### src/rtl/core/rdsd_pkg.sv
// shared types, constants and character mapping for the rds group decoder
package rdsd_pkg;

   typedef logic [7:0]  char_type;
   typedef logic [15:0] pair_type;
   typedef logic [1:0]  opcode_type;
   typedef logic [1:0]  grade_type;

   // text store geometry
   localparam int PS_LEN     = 8;
   localparam int RT_LEN     = 64;
   localparam int PS_ROWS    = PS_LEN / 2;
   localparam int RT_ROWS    = RT_LEN / 4;
   localparam int PS_ROW_W   = $clog2(PS_ROWS);
   localparam int RT_ROW_W   = $clog2(RT_ROWS);

   // operation codes
   localparam opcode_type OP_DECODE  = 2'd0;
   localparam opcode_type OP_READ_PS = 2'd1;
   localparam opcode_type OP_READ_RT = 2'd2;
   localparam opcode_type OP_NOP     = 2'd3;

   // block quality and group types
   localparam grade_type  GRADE_BAD  = 2'd3;
   localparam logic [3:0] GROUP_BASIC = 4'd0;
   localparam logic [3:0] GROUP_RTEXT = 4'd2;

   // character codes
   localparam char_type CHAR_SPACE   = 8'h20;
   localparam char_type CHAR_TILDE   = 8'h7E;
   localparam char_type CHAR_QMARK   = 8'h3F;
   localparam char_type CHAR_LOW_A   = 8'h61;
   localparam char_type CHAR_LOW_O   = 8'h6F;
   localparam char_type CHAR_LOW_U   = 8'h75;
   localparam char_type CHAR_NUL     = 8'h00;
   localparam char_type RAW_A_UMLAUT = 8'h8E;
   localparam char_type RAW_O_UMLAUT = 8'h99;
   localparam char_type RAW_U_UMLAUT = 8'h9A;
   localparam char_type RAW_CR       = 8'h0D;

   localparam pair_type PAIR_SPACES  = {CHAR_SPACE, CHAR_SPACE};

   // raw rds byte to ascii
   function automatic char_type map_char(input char_type raw);
      char_type res;
      priority if (raw < CHAR_SPACE) begin
         res = CHAR_SPACE;
      end else if (raw <= CHAR_TILDE) begin
         res = raw;
      end else if (raw == RAW_A_UMLAUT) begin
         res = CHAR_LOW_A;
      end else if (raw == RAW_O_UMLAUT) begin
         res = CHAR_LOW_O;
      end else if (raw == RAW_U_UMLAUT) begin
         res = CHAR_LOW_U;
      end else begin
         res = CHAR_QMARK;
      end
      return res;
   endfunction

   // radiotext maps carriage return to nul as end-of-text marker
   function automatic char_type map_rt_char(input char_type raw);
      char_type res;
      if (raw == RAW_CR) begin
         res = CHAR_NUL;
      end else begin
         res = map_char(raw);
      end
      return res;
   endfunction

endpackage

### src/rtl/core/rdsd_ram.sv
// generic single write port ram with registered read
module rdsd_ram #(
   parameter int WIDTH = 16,
   parameter int DEPTH = 16
) (
   input  logic                     clock,
   input  logic                     wr_en,
   input  logic [$clog2(DEPTH)-1:0] wr_addr,
   input  logic [WIDTH-1:0]         wr_data,
   input  logic                     rd_en,
   input  logic [$clog2(DEPTH)-1:0] rd_addr,
   output logic [WIDTH-1:0]         rd_data
);

   logic [WIDTH-1:0] mem_ff [DEPTH];
   logic [WIDTH-1:0] rd_data_ff;

   // write port
   always_ff @(posedge clock) begin
      if (wr_en) begin
         mem_ff[wr_addr] <= wr_data;
      end
   end

   // read port, old data on a same-cycle write
   always_ff @(posedge clock) begin
      if (rd_en) begin
         rd_data_ff <= mem_ff[rd_addr];
      end
   end

   assign rd_data = rd_data_ff;

endmodule

### src/rtl/core/rds_group_decoder.sv
// rds group decoder: status registers, service name and radiotext stores
// a request beat passes the decode stage register, then the response register
// throughput: one beat per cycle while the response side does not stall; the single
//    decode stage takes a new beat whenever its result moves into the response register
// reset: control and status clear synchronously; text stores read as spaces
//    through per-row valid bits, with no clearing pass
module rds_group_decoder (
   input  logic                 clock,
   input  logic                 reset,
   input  logic                 req_valid,
   output logic                 req_stall,
   input  logic [1:0]           req_opcode,
   input  logic [15:0]          req_block_a,
   input  logic [15:0]          req_block_b,
   input  logic [15:0]          req_block_c,
   input  logic [15:0]          req_block_d,
   input  logic [7:0]           req_block_errors,
   input  logic [5:0]           req_read_index,
   output logic                 rsp_valid,
   input  logic                 rsp_stall,
   output logic                 rsp_group_accepted,
   output logic [15:0]          rsp_program_id,
   output logic                 rsp_traffic_program,
   output logic [4:0]           rsp_program_type,
   output logic                 rsp_traffic_announce,
   output logic                 rsp_music_speech,
   output logic                 rsp_group_seen,
   output logic                 rsp_ps_changed,
   output logic                 rsp_rt_ab_flag,
   output logic                 rsp_rt_toggled,
   output rdsd_pkg::char_type   rsp_text_char
);

   import rdsd_pkg::*;

   // handshake
   logic req_accept;
   logic s1_adv;

   // decode stage registers
   logic        s1_valid_ff, s1_valid_in;
   opcode_type  s1_opcode_ff;
   logic [15:0] s1_block_a_ff, s1_block_b_ff, s1_block_c_ff, s1_block_d_ff;
   logic [7:0]  s1_errors_ff;
   logic [5:0]  s1_index_ff;

   // store bypass registers
   logic     ps_byp_ff, ps_byp_in;
   pair_type ps_byp_data_ff;
   logic     rt_lo_byp_ff, rt_lo_byp_in;
   pair_type rt_lo_byp_data_ff;
   logic     rt_hi_byp_ff, rt_hi_byp_in;
   pair_type rt_hi_byp_data_ff;

   // row valid bits
   logic [PS_ROWS-1:0] ps_vld_ff, ps_vld_in;
   logic [RT_ROWS-1:0] rt_lo_vld_ff, rt_lo_vld_in;
   logic [RT_ROWS-1:0] rt_hi_vld_ff, rt_hi_vld_in;

   // status registers
   logic [15:0] pi_ff, pi_in;
   logic        tp_ff, tp_in;
   logic [4:0]  pty_ff, pty_in;
   logic        ta_ff, ta_in;
   logic        ms_ff, ms_in;
   logic        seen_ff, seen_in;
   logic        ps_chg_ff, ps_chg_in;
   logic        ab_ff, ab_in;
   logic        rt_chg_ff, rt_chg_in;

   // response registers
   logic     rsp_valid_ff, rsp_valid_in;
   logic     rsp_acc_ff;
   char_type rsp_char_ff;
   logic     rsp_acc_in;
   char_type rsp_char_in;

   // decode terms
   logic ok_a, ok_b, ok_c, ok_d;
   logic grp_ok, grp0, grp2;
   logic [3:0] grp_type;
   logic       grp_ver;
   char_type   ps_hi, ps_lo;
   pair_type   ps_new, ps_cur, ps_ram_data;
   logic [PS_ROW_W-1:0] ps_raddr, ps_s1_row;
   logic                ps_we;
   logic [RT_ROW_W-1:0] rt_row, rt_raddr, rt_s1_row;
   logic                rt_lo_we, rt_hi_we;
   pair_type            rt_lo_wdata, rt_hi_wdata, rt_c_pair, rt_d_pair;
   pair_type            rt_lo_ram_data, rt_hi_ram_data, rt_lo_cur, rt_hi_cur, rt_sel;

   // handshake and stage occupancy
   assign s1_adv      = s1_valid_ff && (!rsp_valid_ff || !rsp_stall);
   assign req_stall   = s1_valid_ff && !s1_adv;
   assign req_accept  = req_valid && !req_stall;
   assign s1_valid_in = req_accept ? 1'b1 : (s1_adv ? 1'b0 : s1_valid_ff);

   always_ff @(posedge clock) begin
      if (reset) begin
         s1_valid_ff <= 1'b0;
      end else begin
         s1_valid_ff <= s1_valid_in;
      end
   end

   // capture request beat
   always_ff @(posedge clock) begin
      if (req_accept) begin
         s1_opcode_ff  <= req_opcode;
         s1_block_a_ff <= req_block_a;
         s1_block_b_ff <= req_block_b;
         s1_block_c_ff <= req_block_c;
         s1_block_d_ff <= req_block_d;
         s1_errors_ff  <= req_block_errors;
         s1_index_ff   <= req_read_index;
      end
   end

   // block grades and group classification
   assign ok_a     = s1_errors_ff[1:0] != GRADE_BAD;
   assign ok_b     = s1_errors_ff[3:2] != GRADE_BAD;
   assign ok_c     = s1_errors_ff[5:4] != GRADE_BAD;
   assign ok_d     = s1_errors_ff[7:6] != GRADE_BAD;
   assign grp_type = s1_block_b_ff[15:12];
   assign grp_ver  = s1_block_b_ff[11];
   assign grp_ok   = (s1_opcode_ff == OP_DECODE) && ok_a && ok_b;
   assign grp0     = grp_ok && (grp_type == GROUP_BASIC);
   assign grp2     = grp_ok && (grp_type == GROUP_RTEXT) && ok_c && ok_d;

   // service name: compare the addressed pair, write only on a difference
   assign ps_hi     = map_char(s1_block_d_ff[15:8]);
   assign ps_lo     = map_char(s1_block_d_ff[7:0]);
   assign ps_new    = {ps_hi, ps_lo};
   assign ps_s1_row = (s1_opcode_ff == OP_READ_PS) ? s1_index_ff[2:1]
                                                   : s1_block_b_ff[1:0];
   assign ps_cur    = ps_byp_ff ? ps_byp_data_ff
                                : (ps_vld_ff[ps_s1_row] ? ps_ram_data : PAIR_SPACES);
   assign ps_we     = s1_adv && grp0 && ok_d && (ps_cur != ps_new);
   assign ps_raddr  = (req_opcode == OP_READ_PS) ? req_read_index[2:1]
                                                 : req_block_b[1:0];

   rdsd_ram #(
      .WIDTH (16),
      .DEPTH (PS_ROWS)
   ) u_ps_ram (
      .clock   (clock),
      .wr_en   (ps_we),
      .wr_addr (s1_block_b_ff[1:0]),
      .wr_data (ps_new),
      .rd_en   (req_accept),
      .rd_addr (ps_raddr),
      .rd_data (ps_ram_data)
   );

   // radiotext: rows of four chars split in a low and a high pair
   assign rt_c_pair   = {map_rt_char(s1_block_c_ff[15:8]), map_rt_char(s1_block_c_ff[7:0])};
   assign rt_d_pair   = {map_rt_char(s1_block_d_ff[15:8]), map_rt_char(s1_block_d_ff[7:0])};
   assign rt_row      = grp_ver ? {1'b0, s1_block_b_ff[3:1]} : s1_block_b_ff[3:0];
   assign rt_lo_we    = s1_adv && grp2 && (!grp_ver || !s1_block_b_ff[0]);
   assign rt_hi_we    = s1_adv && grp2 && (!grp_ver || s1_block_b_ff[0]);
   assign rt_lo_wdata = grp_ver ? rt_d_pair : rt_c_pair;
   assign rt_hi_wdata = rt_d_pair;
   assign rt_raddr    = req_read_index[5:2];
   assign rt_s1_row   = s1_index_ff[5:2];

   rdsd_ram #(
      .WIDTH (16),
      .DEPTH (RT_ROWS)
   ) u_rt_lo_ram (
      .clock   (clock),
      .wr_en   (rt_lo_we),
      .wr_addr (rt_row),
      .wr_data (rt_lo_wdata),
      .rd_en   (req_accept),
      .rd_addr (rt_raddr),
      .rd_data (rt_lo_ram_data)
   );

   rdsd_ram #(
      .WIDTH (16),
      .DEPTH (RT_ROWS)
   ) u_rt_hi_ram (
      .clock   (clock),
      .wr_en   (rt_hi_we),
      .wr_addr (rt_row),
      .wr_data (rt_hi_wdata),
      .rd_en   (req_accept),
      .rd_addr (rt_raddr),
      .rd_data (rt_hi_ram_data)
   );

   assign rt_lo_cur = rt_lo_byp_ff ? rt_lo_byp_data_ff
                                   : (rt_lo_vld_ff[rt_s1_row] ? rt_lo_ram_data : PAIR_SPACES);
   assign rt_hi_cur = rt_hi_byp_ff ? rt_hi_byp_data_ff
                                   : (rt_hi_vld_ff[rt_s1_row] ? rt_hi_ram_data : PAIR_SPACES);
   assign rt_sel    = s1_index_ff[1] ? rt_hi_cur : rt_lo_cur;

   // forward a write that lands on the row read at the same edge
   assign ps_byp_in    = ps_we && (s1_block_b_ff[1:0] == ps_raddr);
   assign rt_lo_byp_in = rt_lo_we && (rt_row == rt_raddr);
   assign rt_hi_byp_in = rt_hi_we && (rt_row == rt_raddr);

   always_ff @(posedge clock) begin
      if (req_accept) begin
         ps_byp_ff         <= ps_byp_in;
         ps_byp_data_ff    <= ps_new;
         rt_lo_byp_ff      <= rt_lo_byp_in;
         rt_lo_byp_data_ff <= rt_lo_wdata;
         rt_hi_byp_ff      <= rt_hi_byp_in;
         rt_hi_byp_data_ff <= rt_hi_wdata;
      end
   end

   // row valid bits
   always_comb begin
      ps_vld_in    = ps_vld_ff;
      rt_lo_vld_in = rt_lo_vld_ff;
      rt_hi_vld_in = rt_hi_vld_ff;
      if (ps_we) begin
         ps_vld_in[s1_block_b_ff[1:0]] = 1'b1;
      end
      if (rt_lo_we) begin
         rt_lo_vld_in[rt_row] = 1'b1;
      end
      if (rt_hi_we) begin
         rt_hi_vld_in[rt_row] = 1'b1;
      end
   end

   // status next values
   always_comb begin
      pi_in     = pi_ff;
      tp_in     = tp_ff;
      pty_in    = pty_ff;
      ta_in     = ta_ff;
      ms_in     = ms_ff;
      seen_in   = seen_ff;
      ps_chg_in = ps_chg_ff || ps_we;
      ab_in     = ab_ff;
      rt_chg_in = rt_chg_ff;
      if (s1_adv && grp_ok) begin
         pi_in   = s1_block_a_ff;
         tp_in   = s1_block_b_ff[10];
         pty_in  = s1_block_b_ff[9:5];
         seen_in = 1'b1;
      end
      if (s1_adv && grp0) begin
         ta_in = s1_block_b_ff[4];
         ms_in = s1_block_b_ff[3];
      end
      if (s1_adv && grp2 && (s1_block_b_ff[4] != ab_ff)) begin
         ab_in     = s1_block_b_ff[4];
         rt_chg_in = 1'b1;
      end
   end

   always_ff @(posedge clock) begin
      if (reset) begin
         pi_ff        <= '0;
         tp_ff        <= 1'b0;
         pty_ff       <= '0;
         ta_ff        <= 1'b0;
         ms_ff        <= 1'b0;
         seen_ff      <= 1'b0;
         ps_chg_ff    <= 1'b0;
         ab_ff        <= 1'b0;
         rt_chg_ff    <= 1'b0;
         ps_vld_ff    <= '0;
         rt_lo_vld_ff <= '0;
         rt_hi_vld_ff <= '0;
      end else begin
         pi_ff        <= pi_in;
         tp_ff        <= tp_in;
         pty_ff       <= pty_in;
         ta_ff        <= ta_in;
         ms_ff        <= ms_in;
         seen_ff      <= seen_in;
         ps_chg_ff    <= ps_chg_in;
         ab_ff        <= ab_in;
         rt_chg_ff    <= rt_chg_in;
         ps_vld_ff    <= ps_vld_in;
         rt_lo_vld_ff <= rt_lo_vld_in;
         rt_hi_vld_ff <= rt_hi_vld_in;
      end
   end

   // text read result
   always_comb begin
      rsp_char_in = CHAR_NUL;
      unique case (s1_opcode_ff)
         OP_READ_PS: begin
            if (s1_index_ff[5:3] == 3'd0) begin
               rsp_char_in = s1_index_ff[0] ? ps_cur[7:0] : ps_cur[15:8];
            end
         end
         OP_READ_RT: begin
            rsp_char_in = s1_index_ff[0] ? rt_sel[7:0] : rt_sel[15:8];
         end
         OP_DECODE, OP_NOP: begin
            rsp_char_in = CHAR_NUL;
         end
         default: begin
            rsp_char_in = CHAR_NUL;
         end
      endcase
   end

   assign rsp_acc_in   = grp_ok;
   assign rsp_valid_in = s1_adv ? 1'b1 : (rsp_stall ? rsp_valid_ff : 1'b0);

   // response register
   always_ff @(posedge clock) begin
      if (reset) begin
         rsp_valid_ff <= 1'b0;
      end else begin
         rsp_valid_ff <= rsp_valid_in;
      end
   end

   always_ff @(posedge clock) begin
      if (s1_adv) begin
         rsp_acc_ff  <= rsp_acc_in;
         rsp_char_ff <= rsp_char_in;
      end
   end

   // status registers change only as a beat enters the response register
   assign rsp_valid            = rsp_valid_ff;
   assign rsp_group_accepted   = rsp_acc_ff;
   assign rsp_text_char        = rsp_char_ff;
   assign rsp_program_id       = pi_ff;
   assign rsp_traffic_program  = tp_ff;
   assign rsp_program_type     = pty_ff;
   assign rsp_traffic_announce = ta_ff;
   assign rsp_music_speech     = ms_ff;
   assign rsp_group_seen       = seen_ff;
   assign rsp_ps_changed       = ps_chg_ff;
   assign rsp_rt_ab_flag       = ab_ff;
   assign rsp_rt_toggled       = rt_chg_ff;

`ifndef SYNTHESIS
   // a service name write shows up as a changed flag on its beat
   a_ps_write_flags: assert property (@(posedge clock) disable iff (reset)
      ps_we |=> (rsp_valid && rsp_ps_changed && rsp_group_accepted))
      else $error("service name write without changed flag");

   // a radiotext write comes only from an accepted group
   a_rt_write_accepted: assert property (@(posedge clock) disable iff (reset)
      (rt_lo_we || rt_hi_we) |=> (rsp_valid && rsp_group_accepted))
      else $error("radiotext write from a rejected group");

   // accepted groups never carry a read character
   a_accept_no_char: assert property (@(posedge clock) disable iff (reset)
      (rsp_valid && rsp_group_accepted) |-> (rsp_text_char == CHAR_NUL))
      else $error("character on a decode beat");

   // sticky flags stay set
   a_sticky: assert property (@(posedge clock) disable iff (reset)
      (rsp_group_seen && rsp_ps_changed) |=> (rsp_group_seen && rsp_ps_changed))
      else $error("sticky flag cleared");

   // the decode stage never drops a beat
   a_stage_adv: assert property (@(posedge clock) disable iff (reset)
      (s1_valid_ff && !s1_adv) |=> s1_valid_ff)
      else $error("held decode beat lost");
`endif

endmodule

### config.mk
export PLATFORM = sky130hd
export DESIGN_NAME = rds_group_decoder
export DESIGN_NICKNAME = d
export VERILOG_FILES = /design/src/rtl/core/rdsd_pkg.sv /design/src/rtl/core/rdsd_ram.sv /design/src/rtl/core/rds_group_decoder.sv
export SDC_FILE = /design/constraint.sdc
export NUM_CORES = 1
export LEC_CHECK = 0
export ABC_AREA = 0
export BUFFER_PORTS_ARGS = -buffer_cell sky130_fd_sc_hd__buf_2
export CAP_MARGIN = 0
export CORE_ASPECT_RATIO = 0.6
export CORE_UTILIZATION = 45
export CTS_CLUSTER_SIZE = 14
export DETAILED_ROUTE_END_ITERATION = 10
export SYNTH_ARGS = -nofsm -noshare
export SYNTH_HDL_FRONTEND = slang
export SYNTH_SLANG_ARGS = --single-unit
### constraint.sdc
create_clock -name clock -period 14.77 [get_ports clock]
set_input_delay 2.954 -clock clock [delete_from_list [all_inputs] [get_ports clock]]
set_output_delay 2.954 -clock clock [all_outputs]
set_load 0.02 [all_outputs]
Yosys cells after proc, flatten, opt, wreduce, memory -nomap -nowiden
Memories as Yosys holds them, arrays and structs flattened. A register that Yosys moved wholly into a read port is not among the register bits.
Index checks and enable logic that the tools add are counted.

cells by class
  equal/unequal tests = 30
  bitwise gates (word level) = 3
  reduce and logical (&&, ||, !) cells = 37
  magnitude comparators = 14
  muxes and demuxes = 59

operators with widths
  cell                                                               count
  2-to-1 mux 8 bit                                                   18
  2-to-1 mux 16 bit                                                  8
  == test 8 bit, second input constant                               12
  2-to-1 mux 7 bit                                                   9
  == test 8 x 4 -> 1 bit, second input constant                      4
  <= comparator 8 x 7 -> 1 bit, second input constant                4
  less-than comparator 8 x 6 -> 1 bit, second input constant         4
  bitwise OR 16 bit                                                  2
  one-hot mux 8 bit (3 select lines)                                 1
  logical AND 1 bit                                                  22
  != test 16 bit                                                     1
  2-to-1 mux 1 bit                                                   15
  less-than comparator 4 x 5 -> 1 bit, second input constant         2
  binary-select mux 1 bit (select 4 bit)                             2
  != test 2 bit, second input constant                               4
  logical NOT 1 bit                                                  6
  less-than comparator 2 x 3 -> 1 bit, second input constant         2
  demux 1 bit (select 4 bit)                                         1
  == test 2 x 1 -> 1 bit, second input constant                      2
  == test 2 bit, second input constant                               2
  == test 4 x 2 -> 1 bit, second input constant                      1
  == test 4 bit                                                      1
  greater-or-equal comparator 4 x 1 -> 1 bit, second input constant  1
  logical NOT 4 bit                                                  1
  other kinds (14)                                                   18

storage, ports and cells
  register bits = 206
  input bits = 84
  output and inout port bits = 39
  memories kept = 3
  RAM bits = 576

memories
  memory              words  bits a word  read ports  clocked after Yosys merged registers in  wr ports  RTL line        text
  u_rt_hi_ram.mem_ff  16     16           1           1                                        1         rdsd_ram.sv:15  logic [WIDTH-1:0] mem_ff [DEPTH];
  u_rt_lo_ram.mem_ff  16     16           1           1                                        1         rdsd_ram.sv:15
  u_ps_ram.mem_ff     4      16           1           1                                        1         rdsd_ram.sv:15

Longest topological paths before layout
Gate-level depths: netlist of run 1.

  depth in word-level cells = 10
  depth in mapped cells = 11
  depth with buffers taken out = 9

By module
From an unflattened synthesis of run 1, not the netlist that was laid out.

second synthesis, totals
  cell total of the unflattened synthesis = 1848
  area total of the unflattened synthesis = 32633.8 µm²

modules (own cells, without submodules)
  module                  sequential area each (µm²)  times used  cells each  area each (µm²)
  rdsd_ram (u_rt_hi_ram)  8167.8                      1           432         10203.5
  rdsd_ram (u_rt_lo_ram)  8167.8                      1           432         10202.3
  rds_group_decoder       5525.3                      1           880         9370.2
  rdsd_ram (u_ps_ram)     2402.3                      1           104         2857.7

Worst setup path after synthesis of run 1
Ideal clock, no wire load.

  path kind = input to register
  start = input rsp_stall
  end = register ps_byp_data_ff[0] (enable)
  path slack = 2967 ps
  setup time = 738 ps
  data required time = 14032 ps
  stages on the path = 2
  arrival = 11065 ps
  cell sequence = and3_1 nor2b_1

between the ends
  word-level cells in the longest chain between the ends = 7

RTL lines
  what                    RTL line                  text
  start: declaration      rds_group_decoder.sv:20   input logic rsp_stall,
  logical NOT 1 bit       rds_group_decoder.sv:93   assign s1_adv = s1_valid_ff && (!rsp_valid_ff || !rsp_stall);
  logical OR 1 bit        rds_group_decoder.sv:93
  logical AND 1 bit       rds_group_decoder.sv:93
  logical NOT 1 bit       rds_group_decoder.sv:94   assign req_stall = s1_valid_ff && !s1_adv;
  logical AND 1 bit       rds_group_decoder.sv:94
  logical NOT 1 bit       rds_group_decoder.sv:95   assign req_accept = req_valid && !req_stall;
  logical AND 1 bit       rds_group_decoder.sv:95
  named net req_accept    rds_group_decoder.sv:37   logic req_accept;
  end signal: assignment  rds_group_decoder.sv:206  ps_byp_data_ff <= ps_new;
  end: declaration        rds_group_decoder.sv:49   pair_type ps_byp_data_ff;

The timed path passes the listed nets, and every way through them passes these cells.
A chain may end at the register's enable or synchronous reset.

Final worst setup path of run 1
  start = input rsp_stall
  end = output req_stall

between the ends
  word-level cells in the longest chain between the ends = 5

RTL lines
  what               RTL line                 text
  logical NOT 1 bit  rds_group_decoder.sv:93
  logical OR 1 bit   rds_group_decoder.sv:93
  logical AND 1 bit  rds_group_decoder.sv:93
  logical NOT 1 bit  rds_group_decoder.sv:94
  logical AND 1 bit  rds_group_decoder.sv:94
  end: declaration   rds_group_decoder.sv:11  output logic req_stall,

No other way between the ends.

==> qor.yml, run 1 <==
timing:
  worst_pin_slew_ps: 1310
  final-setup-viol-count: 0
  max_freq_mhz: 155
  tns_ps: 0
  timing.hold.ws_ps: 451
  min_period_ps: 6450
  rsz0062_at_grt: "no"
  period_share_pct: 43.7
  slew_headroom_pct: 12.1
  hold_viol: 0
  fin_worst_skew_ps: 22.7
  drv_slew: 0
critical_path:
  crit_fanout: 3
  worstPathRequired_ps: 11820
  start_kind: "input pin"
  critPathMostFrequentCell: "buf_2"
  slowest_stage: "and3_1"
  max_stage_delay_ps: 240
  crit_type: "input pin to output pin"
  cp.arrival_ps: 3500
  end_kind: "output pin"
  cp_cell_sequence: "buf_2, and3_1, buf_2"
clock_network:
  ctsRootBufferMaster: "clkbuf_16"
  post_cts_resized: 0
  htree_levels: 3
  clk_latency_ps: 630
  clock-sinks: 830
  clockBufferDepth: 3
  numCtsBuffers: 77
  hold_buffers: 0
  cts_setup_buffers: 0
  cts.clk_slew.worst_paths_ps: 60
  cts_tree: "yes"
floorplanning:
  dieWidth_um: 350
  rows: 76
  start_util_pct: 45.5
  num_io_pins: 123
  die_area_mm2: 0.0738
  die_y_um: 211
  core-area_mm2: 0.0718
pwr:
  p_leak_nw: 12.0
  vdd_ir_drop_max_uv: 86.9
  powerDensity_mw_per_mm2: 128
  p_total_mw: 4.80
routing:
  wl_per_cell_um: 25.7
  drc: 0
  routed_wl_mm: 78.4
  vias: 17547
  ant_nets: 0
  vias_per_cell: 5.74
  drt_iter0_markers: 1916
  drt_first_pass_iters: 5
final_layout:
  area_growth_pct: 14.5
  finalNonFillerCells: 3055
  layout-drive-gt1-share_pct: 25.9
  layout_commonest_cell: "edfxtp_1"
  biggestRegsByFlops: "u_rt_hi_ram.mem_ff: 256 flops, u_rt_lo_ram.mem_ff: 256 flops, u_ps_ram.mem_ff: 64 flops"
  fillCellCount: 5715
  post-route-util_pct: 52.1
  final_nets: 2105
  layout_common_cells: "edfxtp_1, mux4_2, nand2_1, buf_2, a21oi_1"
grt:
  grt_max_degree: 79
  antenna_found_initial: 4
  grt_pass1_wl_mm: 114
  grt_pass1_vias: 17101
  grt.overflow.total: 0
  grt_usage_pct: 21.6
synthesis:
  synth_edf_count: 764
  yosys_warnings: 0
  synth-seq-cells: 830
  syn_area_mm2: 0.0327
  yosysUniqueCellTypes: 81
  synth_ff_type: "edfxtp_1"
  seq_area_frac_synth_pct: 74.2
  ys_async_sr_fraction_pct: 0
  avgSynthCellArea_um2: 18.4
  syn_inst: 1781
worst_hold_path:
  hold_class: "register to register"
placed_design:
  numPortBuffers: 122
  dp_hpwl_mm: 49.1
  placedCellCount: 2917
  gp_congestion: 0.864
flow_run:
  maxCapViolCount: 0
status:
  status: "finished, final reports clean"
[power breakdown]
group	switching, mW	internal (mW)	total [mW]
Combinational	0.158	0.0916	0.250
Clock	0.851	1.06	1.91
Sequential	0.0274	2.62	2.64
[kinds of logic after synthesis]
family | Yosys count | share of synthesized area (%)
simple gates | 346 | 5.27
buf+inv | 143 | 1.75
other cells | 1 | 0.0115
mux | 194 | 13.1
xor+xnor | 15 | 0.402
flops | 830 | 74.2
compound gates | 252 | 5.25
[worst paths after layout]
path         cells after the start  slack [ps]                           start                             end
min                              2         450  rsp_program_id[4]$_SDFFE_PP0P_  rsp_program_id[4]$_SDFFE_PP0P_
max                              3        8320                       rsp_stall                       req_stall
min reg2reg                      2         450  rsp_program_id[4]$_SDFFE_PP0P_  rsp_program_id[4]$_SDFFE_PP0P_
max reg2reg                      6       11070        s1_index_ff[2]$_DFFE_PP_      rsp_text_char[2]$_DFFE_PP_
[worst max-delay path, delay by kind of cell]
| family | cells | cell delay (ps) |
|---|---|---|
| buffers and inverters | 2 | 300 |
| and+or+nand+nor | 1 | 240 |
[synthesized netlist by cell type, types with 10 or more instances]
library cell  count  area (um^2)
inv_1            45          169
and3_1           10         62.6
nor2_1           58          218
a211oi_1         12         90.1
edfxtp_1        764        22900
dfxtp_1          66         1320
buf_2            12         60.1
a21oi_1          85          425
mux4_2          186         4190
nand3_1          20          100
buf_1            16         60.1
o211ai_1         15          113
o21ai_0          39          195
nor3_1           27          135
o21ba_2          17          170
clkbuf_1         64          240
nand2b_1         21          131
nand2_1         139          522
nor2b_1          10         62.6
nor4_1           12         75.1
[per-layer routing]
metal | up-vias | part of all wire, % | GRT usage (%)
li1 | 7588 | - | -
met1 | 9141 | 47 | 34.0
met2 | 724 | 44 | 30.7
met3 | 94 | 8.1 | 4.25
met4 | 0 | 1.7 | 5.11
met5 | - | 0 | 0
[cell type report]
cell class	instances	area, um^2	area share [%]
timing repair buffer	180	1060	2.84
multi-input combinational	885	8330	22.3
tap	975	1220	3.26
inverter	47	176	0.472
clock buffer	104	2110	5.64
clock inverter	32	249	0.666
antenna	2	5.00	0.0134
sequential	830	24300	64.9
[per-stage QoR]
stage          cell area, um^2  worst slack, ps
6_report                 37400             8320
5_1_grt                  37400             8270
3_5_place_dp             35000             8170
3_3_place_gp             35000             8220
2_1_floorplan            33000             2970
4_1_cts                  37400             8320
No activity file was read; power rests on OpenSTA's default activity.
==> inputs of run 2 (changes only) <==
==> constraint.sdc (replaced) <==
create_clock -name clock -period 5.4 [get_ports clock]
set_input_delay 1.08 -clock clock [delete_from_list [all_inputs] [get_ports clock]]
set_output_delay 1.08 -clock clock [all_outputs]
set_load 0.02 [all_outputs]
==> qor.yml, run 2 (synthesis results as in run 1) <==
grt:
  grt_usage_pct: 22.6
  grt_max_degree: 80
  grt.overflow.total: 0
  grt_pass1_wl_mm: 119
  grt_pass1_vias: 17209
  antenna_found_initial: 6
timing:
  slew_headroom_pct: 6.13
  fin_worst_skew_ps: 21.6
  worst_pin_slew_ps: 1390
  min_period_ps: 3770
  hold_viol: 0
  rsz0062_at_grt: "no"
  final-setup-viol-count: 0
  setup_slack_ps: 1630
  drv_slew: 0
  tns_ps: 0
  max_freq_mhz: 265
  period_share_pct: 69.9
critical_path:
  slowest_stage: "nor3_4"
  max_stage_delay_ps: 970
  cp_cell_sequence: "nand4bb_4, nor3_1, nor3_4, nand2_1, o22a_1, nand4_1, nor2_2, a2111oi_4, buf_4"
  r2r_slack_ps: 1630
  end_kind: "register"
  worst-path-buf-inv: 1
  reg2reg_from: "s1_block_d_ff[15]$_DFFE_PP_"
  crit_family: "simple AND/OR/NAND/NOR gates"
  crit_fanout: 21
  cp.arrival_ps: 4080
  crit_type: "register to register"
  reg2regPathDepth: 9
  worstPathRequired_ps: 5710
  reg2reg_to: "u_ps_ram.mem_ff[0][0]$_DFFE_PP_"
  start_kind: "register"
pwr:
  powerDensity_mw_per_mm2: 353
  pwr-share-clk_pct: 40.0
  switching_share_pct: 21.8
  power.internal_mw: 10.4
  p_switching_mw: 2.90
  seqPwrFrac_pct: 54.4
  p_leak_nw: 12.1
  vdd_ir_drop_max_uv: 252
  p_total_mw: 13.3
  combPwrFrac_pct: 5.6
clock_network:
  post_cts_resized: 0
  clk_latency_ps: 630
  htree_levels: 3
  hold_buffers: 0
  cts_tree: "yes"
  cts_setup_buffers: 0
  numCtsBuffers: 78
  clock-sinks: 830
  ctsRootBufferMaster: "clkbuf_16"
  clockBufferDepth: 3
  cts.clk_slew.worst_paths_ps: 60
placed_design:
  preCtsSetupSlack_ps: 1320
  numPortBuffers: 122
  gp_congestion: 0.850
  dp_hpwl_mm: 53.6
status:
  status: "finished, final reports clean"
final_layout:
  layout_common_cells: "edfxtp_1, mux4_2, nand2_1, buf_2, a21oi_1"
  final_nets: 2117
  biggestRegsByFlops: "u_rt_hi_ram.mem_ff: 256 flops, u_rt_lo_ram.mem_ff: 256 flops, u_ps_ram.mem_ff: 64 flops"
  layout_commonest_cell: "edfxtp_1"
  layout-drive-gt1-share_pct: 26.5
  area_growth_pct: 15.2
worst_hold_path:
  hold_end: "rsp_program_id[14]$_SDFFE_PP0P_"
  holdPathStages: 2
  hold_start: "rsp_program_id[14]$_SDFFE_PP0P_"
  hold_class: "register to register"
floorplanning:
  core-area_mm2: 0.0718
  rows: 76
  die_y_um: 211
  start_util_pct: 45.5
  die_area_mm2: 0.0738
  dieWidth_um: 350
  num_io_pins: 123
routing:
  routed_wl_mm: 81.6
  drc: 0
  ant_nets: 0
  drt_iter0_markers: 2233
  vias_per_cell: 5.77
  vias: 17718
  drt_first_pass_iters: 5
  wl_per_cell_um: 26.6
flow_run:
  maxCapViolCount: 0
-- run 2: cell count changes in the layout (fill, tap and decap cells not counted), moves of 3 or more --
cell / delta
buf_4: +7
buf_12: +4
clkbuf_16: +4
clkbuf_1: +3
clkinv_2: +3
inv_6: -3
-- run 2: tightest hold or removal path: stages (launching register included) --
cell,delay [ps]
dfxtp_1,310
nand2_1,50
a21oi_1,50
-- run 2: worst max-delay path by stage --
stage | from | endpoint | cells past startpoint
after global routing | s1_block_d_ff[14]$_DFFE_PP_ | u_ps_ram.mem_ff[0][0]$_DFFE_PP_ | 9
after global placement | rsp_stall | u_rt_hi_ram.mem_ff[13][13]$_DFFE_PP_ | 9
after detailed placement | rsp_stall | u_rt_hi_ram.mem_ff[13][12]$_DFFE_PP_ | 9
final | s1_block_d_ff[15]$_DFFE_PP_ | u_ps_ram.mem_ff[0][0]$_DFFE_PP_ | 9
after CTS | s1_block_d_ff[15]$_DFFE_PP_ | u_ps_ram.mem_ff[0][7]$_DFFE_PP_ | 9
after floorplan | rsp_stall | u_rt_hi_ram.mem_ff[1][0]$_DFFE_PP_ | 6
-- run 2: area by class of cell --
| type | count | area (um^2) |
|---|---|---|
| diodes | 1 | 2.50 |
| clock buffers | 111 | 2220 |
| clock inverters | 32 | 225 |
| fillers | 5677 | 34100 |
| inverters | 47 | 176 |
| multi-input cells | 885 | 8350 |
| flip-flops and latches | 830 | 24300 |
| well taps | 975 | 1220 |
| repair buffers | 191 | 1190 |
-- run 2: per-stage QoR --
stage	cells	cell area, um^2	util, %	hold slack [ps]
5_1_grt	3072	37700	52.4	472
3_3_place_gp	2928	35200	49.0	442
3_5_place_dp	2928	35200	49.0	440
2_1_floorplan	1858	33000	-	422
6_report	3072	37700	52.4	450
4_1_cts	3071	37600	52.4	449
-- run 2: power groups by stage --
| stage | sequential (mW) | clock [mW] | combinational, mW |
|---|---|---|---|
| 2_1_floorplan | 7.34 | 0 | 0.443 |
| 4_1_cts | 7.22 | 5.43 | 0.741 |
| 6_report | 7.23 | 5.32 | 0.742 |
| 5_1_grt | 7.23 | 5.67 | 0.797 |
| 3_3_place_gp | 7.36 | 0 | 0.723 |
| 3_5_place_dp | 7.36 | 0 | 0.739 |
-- run 2: per-layer routing --
metal	GRT usage (%)	part of all wire [%]	vias up
met3	7.54	11	110
met4	5.73	2.1	2
li1	-	-	7615
met1	35.8	46	9154
met5	0	0.025	-
met2	29.3	40	837
